==> config.mk <==
export PLATFORM = sky130hd
export DESIGN_NAME = trz_mac
export DESIGN_NICKNAME = d
export VERILOG_FILES = /design/src/rtl/core/trz_pkg.sv /design/src/rtl/core/trz_mac.sv
export SDC_FILE = /design/constraint.sdc
export NUM_CORES = 2
export LEC_CHECK = 0
export ABC_AREA = 1
export BUFFER_PORTS_ARGS = -buffer_cell sky130_fd_sc_hd__buf_4
export CAP_MARGIN = 20
export CORE_UTILIZATION = 51
export CTS_BUF_LIST = sky130_fd_sc_hd__clkbuf_8
export DETAILED_ROUTE_END_ITERATION = 8
export PLACE_DENSITY = 0.73
export RECOVER_POWER = 50
export SYNTH_ARGS = -nofsm -noshare
export SYNTH_HDL_FRONTEND = slang
export SYNTH_SLANG_ARGS = --single-unit
==> constraint.sdc <==
create_clock -name clock -period 6.8 [get_ports clock]
set_input_delay 0.34 -clock clock [delete_from_list [all_inputs] [get_ports clock]]
set_output_delay 0.34 -clock clock [all_outputs]
set_load 0.005 [all_outputs]
==> src/rtl/core/trz_pkg.sv <==
// ----------------------------------------------------------------------------
// trz_pkg: shared types and constants of the triangle rasterizer
// Sizes of the screen, the stores and the arithmetic datapath, command and
// register codes, and the control structs between the sequencer and its units.
// ----------------------------------------------------------------------------
package trz_pkg;

   localparam int MAX_WIDTH     = 256;
   localparam int MAX_HEIGHT    = 256;
   localparam int SUBPIXEL_BITS = 4;
   localparam int STORE_DEPTH   = MAX_WIDTH * MAX_HEIGHT;
   localparam int ADDR_W        = $clog2(STORE_DEPTH);

   localparam int COORD_W  = 8;
   localparam int SIZE_W   = 9;
   localparam int POS_W    = 16;
   localparam int DEPTH_W  = 16;
   localparam int CHAN_W   = 8;
   localparam int COLOUR_W = 3 * CHAN_W;
   localparam int WORD_W   = DEPTH_W + COLOUR_W;
   localparam int COUNT_W  = 17;
   localparam int SLOT_W   = 2;
   localparam int CMD_W    = 2;

   localparam int EDGE_W   = POS_W + 1;
   localparam int CENTRE_W = POS_W + 2;
   localparam int BOX_W    = 13;
   localparam int MUL_A_W  = 36;
   localparam int MUL_B_W  = 18;
   localparam int PROD_W   = MUL_A_W + MUL_B_W;
   localparam int ACC_W    = 56;
   localparam int WEIGHT_W = 36;
   localparam int DEN_W    = 35;
   localparam int DIV_W    = 52;
   localparam int QUOT_W   = 16;
   localparam int DIV_CNT_W = $clog2(QUOT_W + 1);
   localparam int STEP_W   = 3;

   localparam int CSR_INDEX_W = 3;
   localparam int CSR_DATA_W  = 9;

   localparam int VERTEX_COUNT = 3;
   localparam int HALF_PIXEL   = 1 << (SUBPIXEL_BITS - 1);

   localparam logic [CHAN_W-1:0] RESET_RED   = 8'd30;
   localparam logic [CHAN_W-1:0] RESET_GREEN = 8'd30;
   localparam logic [CHAN_W-1:0] RESET_BLUE  = 8'd40;
   localparam logic [DEPTH_W-1:0] DEPTH_FAR  = '1;

   typedef enum logic [CMD_W-1:0] {
      CMD_LOAD  = 2'd0,
      CMD_DRAW  = 2'd1,
      CMD_READ  = 2'd2,
      CMD_CLEAR = 2'd3
   } command_type;

   typedef enum logic [CSR_INDEX_W-1:0] {
      CSR_WIDTH  = 3'd0,
      CSR_HEIGHT = 3'd1,
      CSR_RED    = 3'd2,
      CSR_GREEN  = 3'd3,
      CSR_BLUE   = 3'd4
   } csr_index_type;

   typedef enum logic [1:0] {
      MAC_LOAD = 2'd0,
      MAC_ADD  = 2'd1,
      MAC_SUB  = 2'd2
   } mac_op_type;

   typedef struct packed {
      logic                       valid;
      mac_op_type                 op;
      logic signed [MUL_A_W-1:0]  a;
      logic signed [MUL_B_W-1:0]  b;
   } mac_req_type;

   typedef struct packed {
      logic              start;
      logic              wide;
      logic [DIV_W-1:0]  dividend;
      logic [DEN_W-1:0]  divisor;
   } div_req_type;

   typedef struct packed {
      logic              done;
      logic [QUOT_W-1:0] quotient;
   } div_rsp_type;

   typedef struct packed {
      logic               wr_en;
      logic [ADDR_W-1:0]  wr_addr;
      logic [WORD_W-1:0]  wr_data;
      logic               rd_en;
      logic [ADDR_W-1:0]  rd_addr;
   } store_req_type;

   typedef struct packed {
      logic [CHAN_W-1:0]  red;
      logic [CHAN_W-1:0]  green;
      logic [CHAN_W-1:0]  blue;
      logic [DEPTH_W-1:0] depth;
      logic [COUNT_W-1:0] written;
      logic               degen;
   } result_type;

endpackage

==> src/rtl/core/trz_mac.sv <==
// ----------------------------------------------------------------------------
// trz_mac: shared multiply-accumulate unit
// Registered product followed by a load, add or subtract into the
// accumulator register; an operation passes the product register first.
// ----------------------------------------------------------------------------
module trz_mac import trz_pkg::*; (
   input  logic                     clock,
   input  logic                     reset,
   input  mac_req_type              mac_req,
   output logic signed [ACC_W-1:0]  acc
);

   logic signed [PROD_W-1:0] prod_ff;
   logic                     pvalid_ff;
   mac_op_type               pop_ff;
   logic signed [ACC_W-1:0]  acc_ff, acc_in;

   always_ff @(posedge clock) begin
      prod_ff <= mac_req.a * mac_req.b;
      pop_ff  <= mac_req.op;
      if (reset) begin
         pvalid_ff <= 1'b0;
      end else begin
         pvalid_ff <= mac_req.valid;
      end
   end

   always_comb begin
      acc_in = acc_ff;
      if (pvalid_ff) begin
         case (pop_ff)
            MAC_LOAD: acc_in = ACC_W'(prod_ff);
            MAC_ADD:  acc_in = acc_ff + ACC_W'(prod_ff);
            MAC_SUB:  acc_in = acc_ff - ACC_W'(prod_ff);
            default:  acc_in = acc_ff;
         endcase
      end
   end

   always_ff @(posedge clock) begin
      acc_ff <= acc_in;
   end

   assign acc = acc_ff;

endmodule

# After elaboration in Yosys (flattened, before gate mapping)
# Index checks and enable logic that the tools add are counted.
dict set report op_classes {
  n_eq_ne 2
  n_mul 1
  n_addsub 2
  n_reduce_logical 3
  n_mux 1
}
# op n
set op_table {}
lappend op_table {{case mux 56 bit (3 select lines)} 1}
lappend op_table {{adder 56 x 54 -> 56 bit} 1}
lappend op_table {{subtractor 56 x 54 -> 56 bit} 1}
lappend op_table {{multiplier 36 x 18 -> 54 bit} 1}
lappend op_table {{nonzero test 3 bit} 1}
lappend op_table {{equality test 2 x 1 -> 1 bit (second input constant)} 1}
lappend op_table {{equality test 2 bit (second input constant)} 1}
lappend op_table {{zero test 2 bit} 1}
lappend op_table {{AND reduction 2 bit} 1}
dict set report word_totals {
  register_bits 113
  input_bits 59
}

# Depth between registers and ports, before layout
dict set report depth {
  word_depth 3
  mapped_depth 28
  depth_no_buf 26
}

# Least setup slack after synthesis
# Ideal clock, no wire load.
dict set report synth_timing {
  kind {in2reg}
  startpoint {input mac_req[6] (netlist name)}
  endpoint {register prod_ff[53]}
  t_required_ns 6.686
  setup_ns 0.114
  slack_ns 1.065
  t_arrival_ns 5.622
  n_path_buf 2
  cell_stages 23
  cell_sequence {clkbuf_1 -> clkbuf_1 -> nand2_1 -> fa_1 -> inv_1 -> fa_1 -> inv_1 -> fa_1 -> fa_1 -> inv_1 -> fa_1 -> inv_1 -> fa_1 -> inv_1 -> ha_1 -> a21oi_1 -> o21ai_0 -> a21oi_1 -> o21ai_0 -> nor2_1 -> nand3_1 -> nand2_1 -> nand2_1}
}
dict set report synth_via {
  elab_chain_cells 1
}
# item line_no
set synth_lines {}
lappend synth_lines {{start, declared} trz_mac.sv:9} ;# input mac_req_type mac_req,
lappend synth_lines {{multiplier 36 x 18 -> 54 bit} trz_mac.sv:19} ;# prod_ff <= mac_req.a * mac_req.b;
lappend synth_lines {{end signal, assigned} trz_mac.sv:19}
lappend synth_lines {{end, declared} trz_mac.sv:13} ;# logic signed [PROD_W-1:0] prod_ff;
# No other way between the ends.
# A chain may end at the register's enable or synchronous reset.

# Final worst setup path
dict set report layout_timing {
  startpoint {input mac_req[0] (netlist name)}
  endpoint {register prod_ff[31]}
}
# The elaborated chain is that of the path after synthesis.

==> flow_summary.json <==
{
  "worst-endpoint-arrival_ps": 6600,
  "htree_levels": 4,
  "seq_area_frac_synth_pct": 8.37,
  "critical_path.startpoint": "mac_req[0]",
  "dpl.hpwl_um": 83300,
  "tritoncts": "done",
  "most_used_cells_in_the_layout_excluding_fill_and_tap_cells": "sky130_fd_sc_hd__nand2_1 (1376), sky130_fd_sc_hd__inv_1 (1329), sky130_fd_sc_hd__fa_1 (618), sky130_fd_sc_hd__nor2_1 (298), sky130_fd_sc_hd__ha_1 (187)",
  "gr-total-overflow": 0,
  "dominantRegCellSynth": "sky130_fd_sc_hd__dfxtp_1",
  "synthDistinctLibCells": 46,
  "finalWorstPathRequiredPeriod_ps": 6280,
  "grt_antenna_before_repair": 0,
  "wl_per_cell_um": 18.0,
  "cts.root.buffer_cell": "sky130_fd_sc_hd__clkbuf_8",
  "postSynthAreaPerCell_sq_um": 7.03,
  "clk_latency_ps": 470,
  "min_path_type": "primary input to flip-flop",
  "max-cap-violations": 2,
  "ys_seq_elements": 113,
  "grt_start_max_net_pins": 57,
  "synthCells": 4794,
  "tightest_slew_ps": 3400,
  "core_region_area_sq_mm": 0.0649,
  "fin_crit_sh_pct": 92.3,
  "layout_cells_sized_above_1_pct": 4.32,
  "synth-warning-count": 0,
  "clock_path_buffers": 2,
  "grt_setup_unrepaired": "no",
  "layout.cells.most_common": "sky130_fd_sc_hd__nand2_1",
  "final.fill_count": 6437,
  "status": "complete, but fails checks",
  "num-nets-final": 5647,
  "timing_max_transition_violations_final": 102,
  "worstPathRequired_ps": 7130,
  "synthesis.nets": 5658,
  "die_height_um": 259,
  "detailroute.via_count": 29700,
  "drt_iter0_markers": 2457,
  "endpoint_kind": "flip-flop",
  "syn-cell-area_sq_mm": 0.0337,
  "timing_hold_violations_final": 0,
  "initial_core_util_pct": 51.9,
  "timing.setup.tns_ps": 0,
  "critical_path_peak_fanout": 20,
  "number_of_buffers_created_by_cts": 17,
  "post-cts-setup-buffer-count": 0,
  "synth-edff-count": 56,
  "crit_type": "primary input to flip-flop",
  "std_cell_rows": 93,
  "port-buffer-count": 114,
  "worst_setup_hold_path_clk_slew_ps": 80,
  "die-area_sq_mm": 0.0671,
  "worstReg2RegStart": "pop_ff[0]",
  "drt_pre_antenna_iters": 5,
  "max_freq_ghz": 0.159,
  "routed_via_density": 5.26,
  "slew-limit-headroom_pct": -127,
  "finalWirelength_um": 102000,
  "clock_skew_ps": 18.9,
  "growth_of_design_area_from_synthesis_to_finish_pct": 5.44,
  "vias_in_the_first_global_route": 30400,
  "drt.antenna.violating_nets": 0,
  "timing.hold.worst.start": "reset",
  "violated_checks": "max-capacitance violations, max-slew violations",
  "start_kind": "primary input",
  "final-setup-viol-count": 0,
  "overall_global_routing_resource_usage_pct": 31.3,
  "cts.sinks": 113,
  "postSynth.asyncResetShare_pct": 0,
  "insertedDiodeCount": 0,
  "die_w_um": 259,
  "grt_first_pass_wirelength_um": 162000,
  "globalplace.congestion": 1.05,
  "io_pins": 115,
  "route.detailed.drc": 0
}
through the flow:
step	hold WS [ps]	setup slack, ps	area, sq um	util (%)	cells
2_1_floorplan	368	1060	33700	-	4794
3_3_place_gp	446	389	35200	54.2	5617
3_5_place_dp	447	334	35200	54.2	5617
4_1_cts	6.11	845	35600	54.8	5651
5_1_grt	1.97	302	35500	54.7	5651
6_report	21.3	523	35500	54.7	5651
final timing paths:
path | endpoint | slack, ps | depth (start not counted)
hold reg to reg | acc[0] | 580 | 2
setup / recovery | prod_ff[31] | 520 | 21
setup reg to reg | acc[55] | 2330 | 20
hold / removal | pvalid_ff | 20 | 2
repair_timing:
action / CTS / global route
hold endpoints to repair: 2 / 0
hold buffers: 2 / 0
resized for setup: 0 / 0
setup endpoints to repair: 0 / 0
cell type report:
cell class / count / area, sq um / share of cell area, %
Multi-Input combinational cell: 3181 / 25300 / 71.1
Inverter: 1338 / 5020 / 14.1
Sequential cell: 113 / 2820 / 7.94
Tap cell: 855 / 1070 / 3.01
Timing Repair Buffer: 132 / 971 / 2.73
Clock buffer: 17 / 234 / 0.658
Clock inverter: 15 / 161 / 0.454
registers in the layout, indices dropped and copies added, names as in the netlist:
| register | flops |
|---|---|
| pop_ff | 2 |
| acc | 56 |
| prod_ff | 54 |
| pvalid_ff | 1 |
critical path, cell delays in order:
cell                       delay [ps]
sky130_fd_sc_hd__buf_4            260
sky130_fd_sc_hd__clkbuf_1         660
sky130_fd_sc_hd__nand2_1          100
sky130_fd_sc_hd__inv_1            110
sky130_fd_sc_hd__fa_1             410
sky130_fd_sc_hd__fa_1             500
sky130_fd_sc_hd__ha_1             290
sky130_fd_sc_hd__inv_1             50
sky130_fd_sc_hd__fa_1             490
sky130_fd_sc_hd__inv_1             50
sky130_fd_sc_hd__fa_1             540
sky130_fd_sc_hd__inv_1             50
sky130_fd_sc_hd__fa_1             480
sky130_fd_sc_hd__inv_1             50
sky130_fd_sc_hd__ha_1             450
sky130_fd_sc_hd__nand2_1          140
sky130_fd_sc_hd__nor2_1           210
sky130_fd_sc_hd__nand4_1          180
sky130_fd_sc_hd__o211ai_1         630
sky130_fd_sc_hd__a21oi_1          200
sky130_fd_sc_hd__xnor2_1          380
cell families (layout without fill, tap and decap cells):
| family | count (synthesis) | count (layout) | synth area share, % |
|---|---|---|---|
| AND/OR/NAND/NOR | 1987 | 1987 | 24.0 |
| buffers and inverters | 1500 | 1502 | 16.7 |
| adder cells (fa/ha/maj) | 805 | 805 | 43.6 |
| AO/OA/AOI/OAI | 284 | 284 | 4.55 |
| flip-flops | 113 | 113 | 8.37 |
| XOR/XNOR | 105 | 105 | 2.73 |
metal layers:
layer / global-route usage, % / wire length (um) / share of wire, % / vias to the layer above
met5: 0 / 0 / 0 / -
met4: 10.0 / 3680 / 3.6 / 0
met3: 4.75 / 8540 / 8.4 / 255
met2: 52.3 / 47500 / 47 / 1338
met1: 41.6 / 41900 / 41 / 14300
li1: - / - / - / 13800
synthesized netlist by cell type, types with 9 or more instances:
cell / number / area share [%]
sky130_fd_sc_hd__a21oi_1: 128 / 1.9
sky130_fd_sc_hd__buf_1: 25 / 0.28
sky130_fd_sc_hd__clkbuf_1: 137 / 1.5
sky130_fd_sc_hd__dfxtp_1: 57 / 3.4
sky130_fd_sc_hd__edfxtp_1: 56 / 5.0
sky130_fd_sc_hd__fa_1: 618 / 37
sky130_fd_sc_hd__ha_1: 187 / 6.9
sky130_fd_sc_hd__inv_1: 1330 / 15
sky130_fd_sc_hd__nand2_1: 1376 / 15
sky130_fd_sc_hd__nand3_1: 162 / 2.4
sky130_fd_sc_hd__nand3b_1: 9 / 0.20
sky130_fd_sc_hd__nand4_1: 53 / 0.98
sky130_fd_sc_hd__nor2_1: 299 / 3.3
sky130_fd_sc_hd__nor2_2: 10 / 0.19
sky130_fd_sc_hd__nor3_1: 27 / 0.40
sky130_fd_sc_hd__o21ai_0: 96 / 1.4
sky130_fd_sc_hd__o21ai_1: 13 / 0.19
sky130_fd_sc_hd__o21bai_1: 18 / 0.40
sky130_fd_sc_hd__or2_2: 15 / 0.28
sky130_fd_sc_hd__xnor2_1: 33 / 0.86
sky130_fd_sc_hd__xor2_1: 72 / 1.9
Power is left out: the tool's default activity adds up to more than one toggle a clock period on the data nets, which glitch-free logic cannot reach.
