==> config.mk <==
export PLATFORM = sky130hd
export DESIGN_NAME = trz_div
export DESIGN_NICKNAME = d
export VERILOG_FILES = /design/src/rtl/core/trz_pkg.sv /design/src/rtl/core/trz_div.sv
export SDC_FILE = /design/constraint.sdc
export NUM_CORES = 1
export LEC_CHECK = 0
export BUFFER_PORTS_ARGS = -buffer_cell sky130_fd_sc_hd__buf_2
export CAP_MARGIN = 30
export CORE_MARGIN = 8
export CORE_UTILIZATION = 30
export DETAILED_ROUTE_END_ITERATION = 10
export HOLD_SLACK_MARGIN = 0.15
export PLACE_DENSITY = 0.56
export SKIP_LAST_GASP = 1
export SYNTH_ARGS = -nofsm -noshare
export SYNTH_HDL_FRONTEND = slang
export SYNTH_SLANG_ARGS = --single-unit
==> constraint.sdc <==
create_clock -name clock -period 11.3 [get_ports clock]
set_clock_uncertainty 0.15 [all_clocks]
set_input_delay 2.26 -clock clock [delete_from_list [all_inputs] [get_ports clock]]
set_output_delay 2.26 -clock clock [all_outputs]
set_load 0.01 [all_outputs]
==> src/rtl/core/trz_pkg.sv <==
// ----------------------------------------------------------------------------
// trz_pkg: shared types and constants of the triangle rasterizer
// Sizes of the screen, the stores and the arithmetic datapath, command and
// register codes, and the control structs between the sequencer and its units.
// ----------------------------------------------------------------------------
package trz_pkg;

   localparam int MAX_WIDTH     = 256;
   localparam int MAX_HEIGHT    = 256;
   localparam int SUBPIXEL_BITS = 4;
   localparam int STORE_DEPTH   = MAX_WIDTH * MAX_HEIGHT;
   localparam int ADDR_W        = $clog2(STORE_DEPTH);

   localparam int COORD_W  = 8;
   localparam int SIZE_W   = 9;
   localparam int POS_W    = 16;
   localparam int DEPTH_W  = 16;
   localparam int CHAN_W   = 8;
   localparam int COLOUR_W = 3 * CHAN_W;
   localparam int WORD_W   = DEPTH_W + COLOUR_W;
   localparam int COUNT_W  = 17;
   localparam int SLOT_W   = 2;
   localparam int CMD_W    = 2;

   localparam int EDGE_W   = POS_W + 1;
   localparam int CENTRE_W = POS_W + 2;
   localparam int BOX_W    = 13;
   localparam int MUL_A_W  = 36;
   localparam int MUL_B_W  = 18;
   localparam int PROD_W   = MUL_A_W + MUL_B_W;
   localparam int ACC_W    = 56;
   localparam int WEIGHT_W = 36;
   localparam int DEN_W    = 35;
   localparam int DIV_W    = 52;
   localparam int QUOT_W   = 16;
   localparam int DIV_CNT_W = $clog2(QUOT_W + 1);
   localparam int STEP_W   = 3;

   localparam int CSR_INDEX_W = 3;
   localparam int CSR_DATA_W  = 9;

   localparam int VERTEX_COUNT = 3;
   localparam int HALF_PIXEL   = 1 << (SUBPIXEL_BITS - 1);

   localparam logic [CHAN_W-1:0] RESET_RED   = 8'd30;
   localparam logic [CHAN_W-1:0] RESET_GREEN = 8'd30;
   localparam logic [CHAN_W-1:0] RESET_BLUE  = 8'd40;
   localparam logic [DEPTH_W-1:0] DEPTH_FAR  = '1;

   typedef enum logic [CMD_W-1:0] {
      CMD_LOAD  = 2'd0,
      CMD_DRAW  = 2'd1,
      CMD_READ  = 2'd2,
      CMD_CLEAR = 2'd3
   } command_type;

   typedef enum logic [CSR_INDEX_W-1:0] {
      CSR_WIDTH  = 3'd0,
      CSR_HEIGHT = 3'd1,
      CSR_RED    = 3'd2,
      CSR_GREEN  = 3'd3,
      CSR_BLUE   = 3'd4
   } csr_index_type;

   typedef enum logic [1:0] {
      MAC_LOAD = 2'd0,
      MAC_ADD  = 2'd1,
      MAC_SUB  = 2'd2
   } mac_op_type;

   typedef struct packed {
      logic                       valid;
      mac_op_type                 op;
      logic signed [MUL_A_W-1:0]  a;
      logic signed [MUL_B_W-1:0]  b;
   } mac_req_type;

   typedef struct packed {
      logic              start;
      logic              wide;
      logic [DIV_W-1:0]  dividend;
      logic [DEN_W-1:0]  divisor;
   } div_req_type;

   typedef struct packed {
      logic              done;
      logic [QUOT_W-1:0] quotient;
   } div_rsp_type;

   typedef struct packed {
      logic               wr_en;
      logic [ADDR_W-1:0]  wr_addr;
      logic [WORD_W-1:0]  wr_data;
      logic               rd_en;
      logic [ADDR_W-1:0]  rd_addr;
   } store_req_type;

   typedef struct packed {
      logic [CHAN_W-1:0]  red;
      logic [CHAN_W-1:0]  green;
      logic [CHAN_W-1:0]  blue;
      logic [DEPTH_W-1:0] depth;
      logic [COUNT_W-1:0] written;
      logic               degen;
   } result_type;

endpackage

==> src/rtl/core/trz_div.sv <==
// ----------------------------------------------------------------------------
// trz_div: iterative restoring divider
// One quotient bit per cycle, 16 or 8 bits; the quotient is known to fit,
// so only that many compare and subtract steps are run.
// ----------------------------------------------------------------------------
module trz_div import trz_pkg::*; (
   input  logic        clock,
   input  logic        reset,
   input  div_req_type div_req,
   output div_rsp_type div_rsp
);

   logic [DIV_W-1:0]     rem_ff, dsh_ff;
   logic [QUOT_W-1:0]    quot_ff;
   logic [DIV_CNT_W-1:0] cnt_ff;
   logic                 busy_ff, done_ff;
   logic                 ge;

   assign ge = rem_ff >= dsh_ff;

   always_ff @(posedge clock) begin
      if (div_req.start) begin
         rem_ff  <= div_req.dividend;
         dsh_ff  <= DIV_W'(div_req.divisor) << (div_req.wide ? QUOT_W - 1 : CHAN_W - 1);
         quot_ff <= '0;
      end else if (busy_ff) begin
         if (ge) begin
            rem_ff <= rem_ff - dsh_ff;
         end
         dsh_ff  <= dsh_ff >> 1;
         quot_ff <= {quot_ff[QUOT_W-2:0], ge};
      end
   end

   always_ff @(posedge clock) begin
      if (reset) begin
         busy_ff <= 1'b0;
         done_ff <= 1'b0;
         cnt_ff  <= '0;
      end else begin
         done_ff <= 1'b0;
         if (div_req.start) begin
            busy_ff <= 1'b1;
            cnt_ff  <= div_req.wide ? DIV_CNT_W'(QUOT_W) : DIV_CNT_W'(CHAN_W);
         end else if (busy_ff) begin
            cnt_ff <= cnt_ff - 1'b1;
            if (cnt_ff == DIV_CNT_W'(1)) begin
               busy_ff <= 1'b0;
               done_ff <= 1'b1;
            end
         end
      end
   end

   assign div_rsp.done     = done_ff;
   assign div_rsp.quotient = quot_ff;

endmodule

======== After elaboration in Yosys (flattened, before gate mapping) ========
Cells that the tools add are included.
cells by class
  shift-type cells ........................ 1
  bitwise gates (word level) .............. 1
  $add $sub $neg .......................... 2
  muxes and demuxes ....................... 13
  order comparisons ....................... 1
  equal/unequal tests ..................... 1
  reductions and logical operators ........ 4
operator list
  operator                                             count
  two-way mux 52 bit                                   5
  >= comparator 52 bit                                 1
  left shift 35 x 4 -> 52 bit                          1
  subtractor 52 bit                                    1
  two-way mux 5 bit                                    3
  equality test 5 x 1 -> 1 bit, second input constant  1
  subtractor 5 x 1 -> 5 bit, second input constant     1
  two-way mux 1 bit                                    4
  two-way mux 4 bit                                    1
  nonzero test 2 bit                                   2
  OR reduction 3 bit                                   1
  AND reduction 2 bit                                  1
  NOT 1 bit                                            1
word-level totals
  flip-flop bits (word level) ............. 127
  word-level logic and storage cells ...... 29

======== Depth between registers and ports, before layout ========
Gate-level depths: netlist of the first run.
  depth in word-level cells ............... 4
  depth in mapped cells ................... 14
  gate-level depth less buffers ........... 14

======== Worst setup path after synthesis of the first run ========
OpenSTA, ideal clock, no wires.
  kind .................................... flip-flop to flip-flop
  from .................................... reg rem_ff[13]
  to ...................................... reg rem_ff[0], enable pin
  setup time .............................. 0.468 ns
  stages on the path, launching flop included .. 12
  path slack .............................. 6.243 ns
  buffers on the path ..................... 0
  arrival time ............................ 4.439 ns
  cell sequence ........................... edfxtp_1 ha_1 a21o_1 a21o_1 a21oi_1 o21a_1 o21ai_1 a21oi_1 o41ai_2 a21o_1 a41oi_1 o21ai_1
on the way
  longest elaborated chain between the ends .. 3
RTL lines
  what                           RTL line       source
  start: declaration             trz_div.sv:13  logic [DIV_W-1:0] rem_ff, dsh_ff;
  start signal: assignment       trz_div.sv:23  rem_ff <= div_req.dividend;
  start signal: assignment       trz_div.sv:28  rem_ff <= rem_ff - dsh_ff;
  >= comparator 52 bit           trz_div.sv:19  assign ge = rem_ff >= dsh_ff;
  nonzero test 2 bit (no line)   -
  AND reduction 2 bit (no line)  -
Every way passes these cells.
A chain may end at the register's enable or synchronous reset.

======== Final worst setup path of the first run ========
  from .................................... reg rem_ff[0]
  to ...................................... reg rem_ff[7], enable pin
The elaborated chain is that of the path after synthesis.

==> impl_metrics.toml, run 1 <==
[status]
status = "complete, no violations"

[die]
die_y_um = 184
core_area_mm2 = 0.0277
rows = 61
initial_core_util_pct = 30.4
dieArea_mm2 = 0.0337
io_pins = 108
die_x_um = 184

[critical_path]
cp_slowest_cell = "o21ai_4"
critPathCaptureType = "register"
crit_path_max_incr_delay_ps = 690
start_kind = "register"
worstPathArrival_ps = 4340
critPathKind = "register to register"
cp_common_cell = "inv_1"
path_max_fanout = 32
crit_path_cell_trace = "inv_1 -> ha_1 -> inv_1 -> fa_1 -> a211oi_2 -> o21ai_1 -> a31oi_1 -> nand2_1 -> a21oi_1 -> o41ai_2 -> a21o_1 -> a41oi_1 -> o21ai_4 -> buf_4"
cp_data_required_time_ps = 11210

[sta]
finalCriticalPeriod_ps = 4440
finalCritPeriodShare_pct = 39.3
finalHoldViolations = 0
fmax_mhz = 225
drv_slew = 0
rsz0062_at_grt = "no"
setup_viol = 0
tightest_slew_ps = 949
slew_headroom_pct = 36.7
finalWorstSetupSlack_ps = 6860
timing.setup.tns_ps = 0

[routing]
routed_wirelength_um = 25300
post_drt_via_cell_ratio = 4.99
route.vias.total = 6987
first_pass_iters = 6
routedWlPerCell_um = 18.1
drc = 0
drtIter0Drc = 490
ant_nets = 0

[clock_network]
h-tree-depth = 4
holdBufCountCts = 0
cts_sinks = 125
cts_buffers = 17
post-cts-setup-buffer-count = 0
path_clk_slew_ps = 60
clock_path_buffers = 2
clock_latency_ps = 420
cts-root-buf = "clkbuf_16"
cts_resized = 0
cts_tree = "done"

[yosys]
ys_warn_count = 0
ys_top_cells_by_area = "edfxtp_1 36%, ha_1 7.7%, dfxtp_1 5.5%"
synth-edff-count = 102
synth_area_per_cell_um2 = 9.13
synthSimpleGateAreaFrac_pct = 13.5
synth_top_cell_by_area = "edfxtp_1"
ys_ff_latch = 125
synth_compound_area_share_pct = 21.4
synth_adder_area_share_pct = 7.95
synth_seq_area_share_pct = 41.8
synthCells = 924
syn-num-nets = 1068
yosys-top-cells-count = "106 x nand2_1, 102 x edfxtp_1, 83 x a21oi_1, 83 x nor2_1, 68 x inv_1"
synthesis.area_mm2 = 0.00844
synthArstFlopShare_pct = 0
synthMuxAreaShare_pct = 5.55
synth.distinct_cells = 64
synth_xor_area_share_pct = 4.57
synth_top_family_by_area = "compound AO/OA/AOI/OAI gates"
synth.top_cell.area_share_pct = 36.3
ys.flop_type = "edfxtp_1"
yosysMostFrequentCell = "nand2_1"

[placed_design]
portBuffers = 107
gp_congestion = 0.884
dp_cells = 1367
dp_hpwl_um = 19200
preCtsSetupSlack_ps = 6440

[run]
max_cap_violations = 0

[global_route]
grt_overflow_total = 0
grt_pass1_wl_um = 39400
track_usage_pct = 15.0
grt_pass1_vias = 6994
grt_antenna_before_repair = 2
grt_max_degree = 95

[cells_and_area]
nets = 1152
num_antenna_cells = 0
syn_to_final_growth_pct = 17.9
drive_gt1_share_pct = 16.7
fin_cells = 1399

[power]
power_density_mw_per_mm2 = 208
ir_drop_v = 0.0000783
power.leakage_nw = 4.26

[worst_hold_path]
hold_path_class = "register to register"
==> sequential cells by signal, indices dropped and copies added (netlist names) <==
name and flops:
busy_ff 1, dsh_ff 50, cnt_ff 5, rem_ff 52, quot_ff 16, done_ff 1
==> path summary, 6_finish.rpt <==
path | from | endpoint | slack, ps | depth (start not counted)
worst min register to register | quot_ff[15] | quot_ff[15] | 350 | 2
worst max-delay path | rem_ff[0] | rem_ff[7] | 6860 | 14
worst min-delay path | quot_ff[15] | quot_ff[15] | 350 | 2
worst max register to register | rem_ff[0] | rem_ff[7] | 6860 | 14
==> cell type report <==
cell class	count	area [um^2]
flip-flops and latches	125	3520
inverters	68	255
clock buffers	20	500
fillers	2898	17800
well taps	378	473
clock inverters	12	92.6
repair buffers	112	619
multi-input cells	684	4480
==> metal layers <==
metal	track usage (%)	share of wire, %	vias to the layer above
met5	0	0.11	-
met4	4.94	1.9	4
met3	3.00	4.9	31
met2	23.3	45	183
met1	20.6	48	3278
li1	-	-	3491
==> worst max-delay path: cells and delay by family (launching register included) <==
kind / cells / cell delay, ps
DFF: 1 / 340
buffers and inverters: 3 / 690
and+or+nand+nor: 1 / 140
adders and majority gates: 2 / 440
AOI/OAI and AO/OA: 8 / 2310
==> per-stage QoR <==
stage	util, %	cell area [um^2]	total power [mW]	hold slack (ps)
floorplan	-	8440	1.30	327
global placement	33.6	9300	1.51	327
detailed placement	33.8	9350	1.51	336
CTS	35.9	9950	2.07	353
global route	35.9	9950	2.20	389
finish	35.9	9950	2.07	347
==> placed cells by master (no fill, tap or decap), types with 4 or more instances in the layout <==
| cell type | netlist | layout |
|---|---|---|
| o211ai_1 | 7 | 7 |
| o21bai_1 | 13 | 13 |
| a31oi_1 | 6 | 6 |
| edfxtp_1 | 102 | 102 |
| dfxtp_1 | 23 | 23 |
| o31ai_1 | 5 | 5 |
| inv_1 | 68 | 68 |
| nor4_1 | 7 | 7 |
| nor3_1 | 13 | 13 |
| nand2b_1 | 4 | 4 |
| clkinv_4 | 0 | 4 |
| ha_1 | 52 | 52 |
| o21ai_0 | 65 | 65 |
| clkbuf_16 | 0 | 20 |
| o21a_1 | 7 | 7 |
| nand3_1 | 9 | 9 |
| a211oi_1 | 7 | 7 |
| nand2_1 | 106 | 105 |
| mux2i_1 | 43 | 43 |
| buf_2 | 6 | 106 |
| o21ai_1 | 24 | 23 |
| a21oi_1 | 83 | 83 |
| xor2_1 | 18 | 18 |
| nor2b_1 | 8 | 8 |
| xnor2_1 | 26 | 26 |
| inv_4 | 0 | 5 |
| nor2_1 | 83 | 83 |
| nand4_1 | 12 | 12 |
| a21o_1 | 36 | 36 |
==> power by group <==
part / switching, mW / internal, mW / total (mW)
clock network: 0.230 / 0.324 / 0.554
logic: 0.530 / 0.341 / 0.871
registers: 0.0343 / 0.606 / 0.641
total: 0.794 / 1.27 / 2.07
==> cells by family (layout without fill, tap and decap cells) <==
kind of cell             Yosys count  in the layout
XOR/XNOR                          44             44
flip-flops                       125            125
AO/OA/AOI/OAI                    284            284
adder cells (fa/ha/maj)           53             53
buffers and inverters            115            212
multiplexers                      46             46
AND/OR/NAND/NOR                  257            257
(Power assumes the default switching activity.)
==> run 2, diff against run 1 <==
Settings changed: PLACE_DENSITY 0.56 to 0.58.
Clock period 11.3 ns to 3.6 ns, I/O delays scaled along.
==> run 2 against run 1 <==
Net effect: cell count up 0.36%; via count up 0.16%; clock power rose to 3.2 times the previous value; power rose to 3.2 times the previous value; final area up 1.2%; critical path type unchanged; largest cell class unchanged; highest routed layer is now met4.
==> impl_metrics.toml, run 2 (synthesized netlist as in run 1, its figures left out) <==
[die]
die_x_um = 184
dieArea_mm2 = 0.0337
initial_core_util_pct = 30.4
io_pins = 108
rows = 61
die_y_um = 184
core_area_mm2 = 0.0277

[cells_and_area]
final_cell_mix = "106 x buf_2, 105 x nand2_1, 102 x edfxtp_1"
final_common_cell = "buf_2"
fin_area_mm2 = 0.0101
reg.largest.list = "rem_ff x52, dsh_ff x50, quot_ff x16"
multi_input_area_mm2 = 0.00454
utilization_pct = 36.3
largest_register_ffs = 52
regMostFlops = "rem_ff"
num_antenna_cells = 0
drive_gt1_share_pct = 17.3
regArea_mm2 = 0.00352
syn_to_final_growth_pct = 19.3
fin_cells = 1404
fill_cells = 2899
nets = 1157

[placed_design]
place_area_mm2 = 0.00944
gp_congestion = 0.902
portBuffers = 107
dp_cells = 1372
dp_hpwl_um = 18800

[power]
power_density_mw_per_mm2 = 649
ir_drop_v = 0.000301
power.leakage_nw = 4.31

[sta]
slew_headroom_pct = 44.6
finalCritPeriodShare_pct = 94.7
timing.setup.tns_ps = 0
finalCriticalPeriod_ps = 3410
hold_ws_ps = 345
fmax_mhz = 293
rsz0062_at_grt = "no"
setup_viol = 0
drv_slew = 0
finalHoldViolations = 0
tightest_slew_ps = 831

[run]
max_cap_violations = 0

[global_route]
grt_pass1_vias = 7005
grt_antenna_before_repair = 0
track_usage_pct = 14.8
grt_max_degree = 197
grt_overflow_total = 0
grt_pass1_wl_um = 38700

[clock_network]
path_clk_slew_ps = 60
clock_latency_ps = 420
cts-root-buf = "clkbuf_16"
cts_tree = "done"
h-tree-depth = 4
cts_sinks = 125
post-cts-setup-buffer-count = 0
clock_path_buffers = 2
cts_buffers = 17

[routing]
routedWlPerCell_um = 17.7
drtIter0Drc = 442
route.vias.total = 6998
post_drt_via_cell_ratio = 4.98
drc = 0
routed_wirelength_um = 24900
ant_nets = 0
first_pass_iters = 5

[critical_path]
critPathCaptureType = "register"
critPathKind = "register to register"
path_max_fanout = 4
cp_slowest_cell = "edfxtp_1"
worstPathArrival_ps = 3440
start_kind = "register"
crit_path_cell_trace = "ha_1 -> nor2b_1 -> o2111ai_1 -> a31oi_1 -> o21ai_2 -> a211oi_4 -> o2111ai_2 -> a211oi_2 -> o211ai_1 -> a21o_1 -> a31o_1"
cp_data_required_time_ps = 3630
crit_path_max_incr_delay_ps = 420

[status]
status = "complete, no violations"

[worst_hold_path]
hold_path_class = "register to register"
## run 2: changes by cell type in the layout (fill, tap and decap cells not counted), moves of 2 or more
cell / delta
buf_4: +3
clkinv_4: -2
clkbuf_8: +2
inv_6: -3
buf_16: -2
buf_12: +4
clkbuf_1: +2
clkinv_2: +3
inv_4: -3
## run 2: worst max-delay path: cells and delay by family, from the launching register on
kind	cells	cell delay, ps
flops	1	420
simple gates	1	160
compound gates	9	2130
fa+ha+maj	1	310
## run 2: stage by stage
stage | setup WS, ps | power, mW
finish | 190 | 6.53
global route | 12.9 | 6.96
CTS | 33.5 | 6.54
detailed placement | 52.2 | 4.75
global placement | 139 | 4.73
floorplan | 6.09 | 4.10
## run 2: final timing paths
path,cells past startpoint,endpoint,slack [ps],from
max reg2reg,11,rem_ff[47],190,rem_ff[1]
min reg2reg,2,quot_ff[15],350,quot_ff[15]
max,11,rem_ff[47],190,rem_ff[1]
min,2,quot_ff[15],350,quot_ff[15]
## run 2: cell type report
cell class | instances | share of cell area [%]
flip-flops and latches | 125 | 35.0
multi-input cells | 684 | 45.1
clock inverters | 7 | 0.448
inverters | 68 | 2.54
repair buffers | 117 | 6.63
clock buffers | 25 | 5.57
well taps | 378 | 4.70
## run 2: what timing repair did
item | 4_1_cts | 5_1_grt
endpoints found under the setup margin | 0 | 53
resized for setup | 0 | 2
endpoints found under the hold margin | 0 | 0
hold buffers | 0 | 0
## run 2: per-layer routing
| metal | track usage (%) | vias up | routed length, um |
|---|---|---|---|
| li1 | - | 3498 | - |
| met1 | 19.6 | 3310 | 11800 |
| met2 | 23.3 | 158 | 11200 |
| met3 | 3.95 | 32 | 1250 |
| met4 | 4.55 | 0 | 529 |
| met5 | 0 | - | 0 |
## run 2: power by group
group	internal [mW]	total, mW	switching (mW)
combinational	1.11	2.77	1.66
sequential	1.90	2.00	0.102
clock	1.08	1.75	0.671
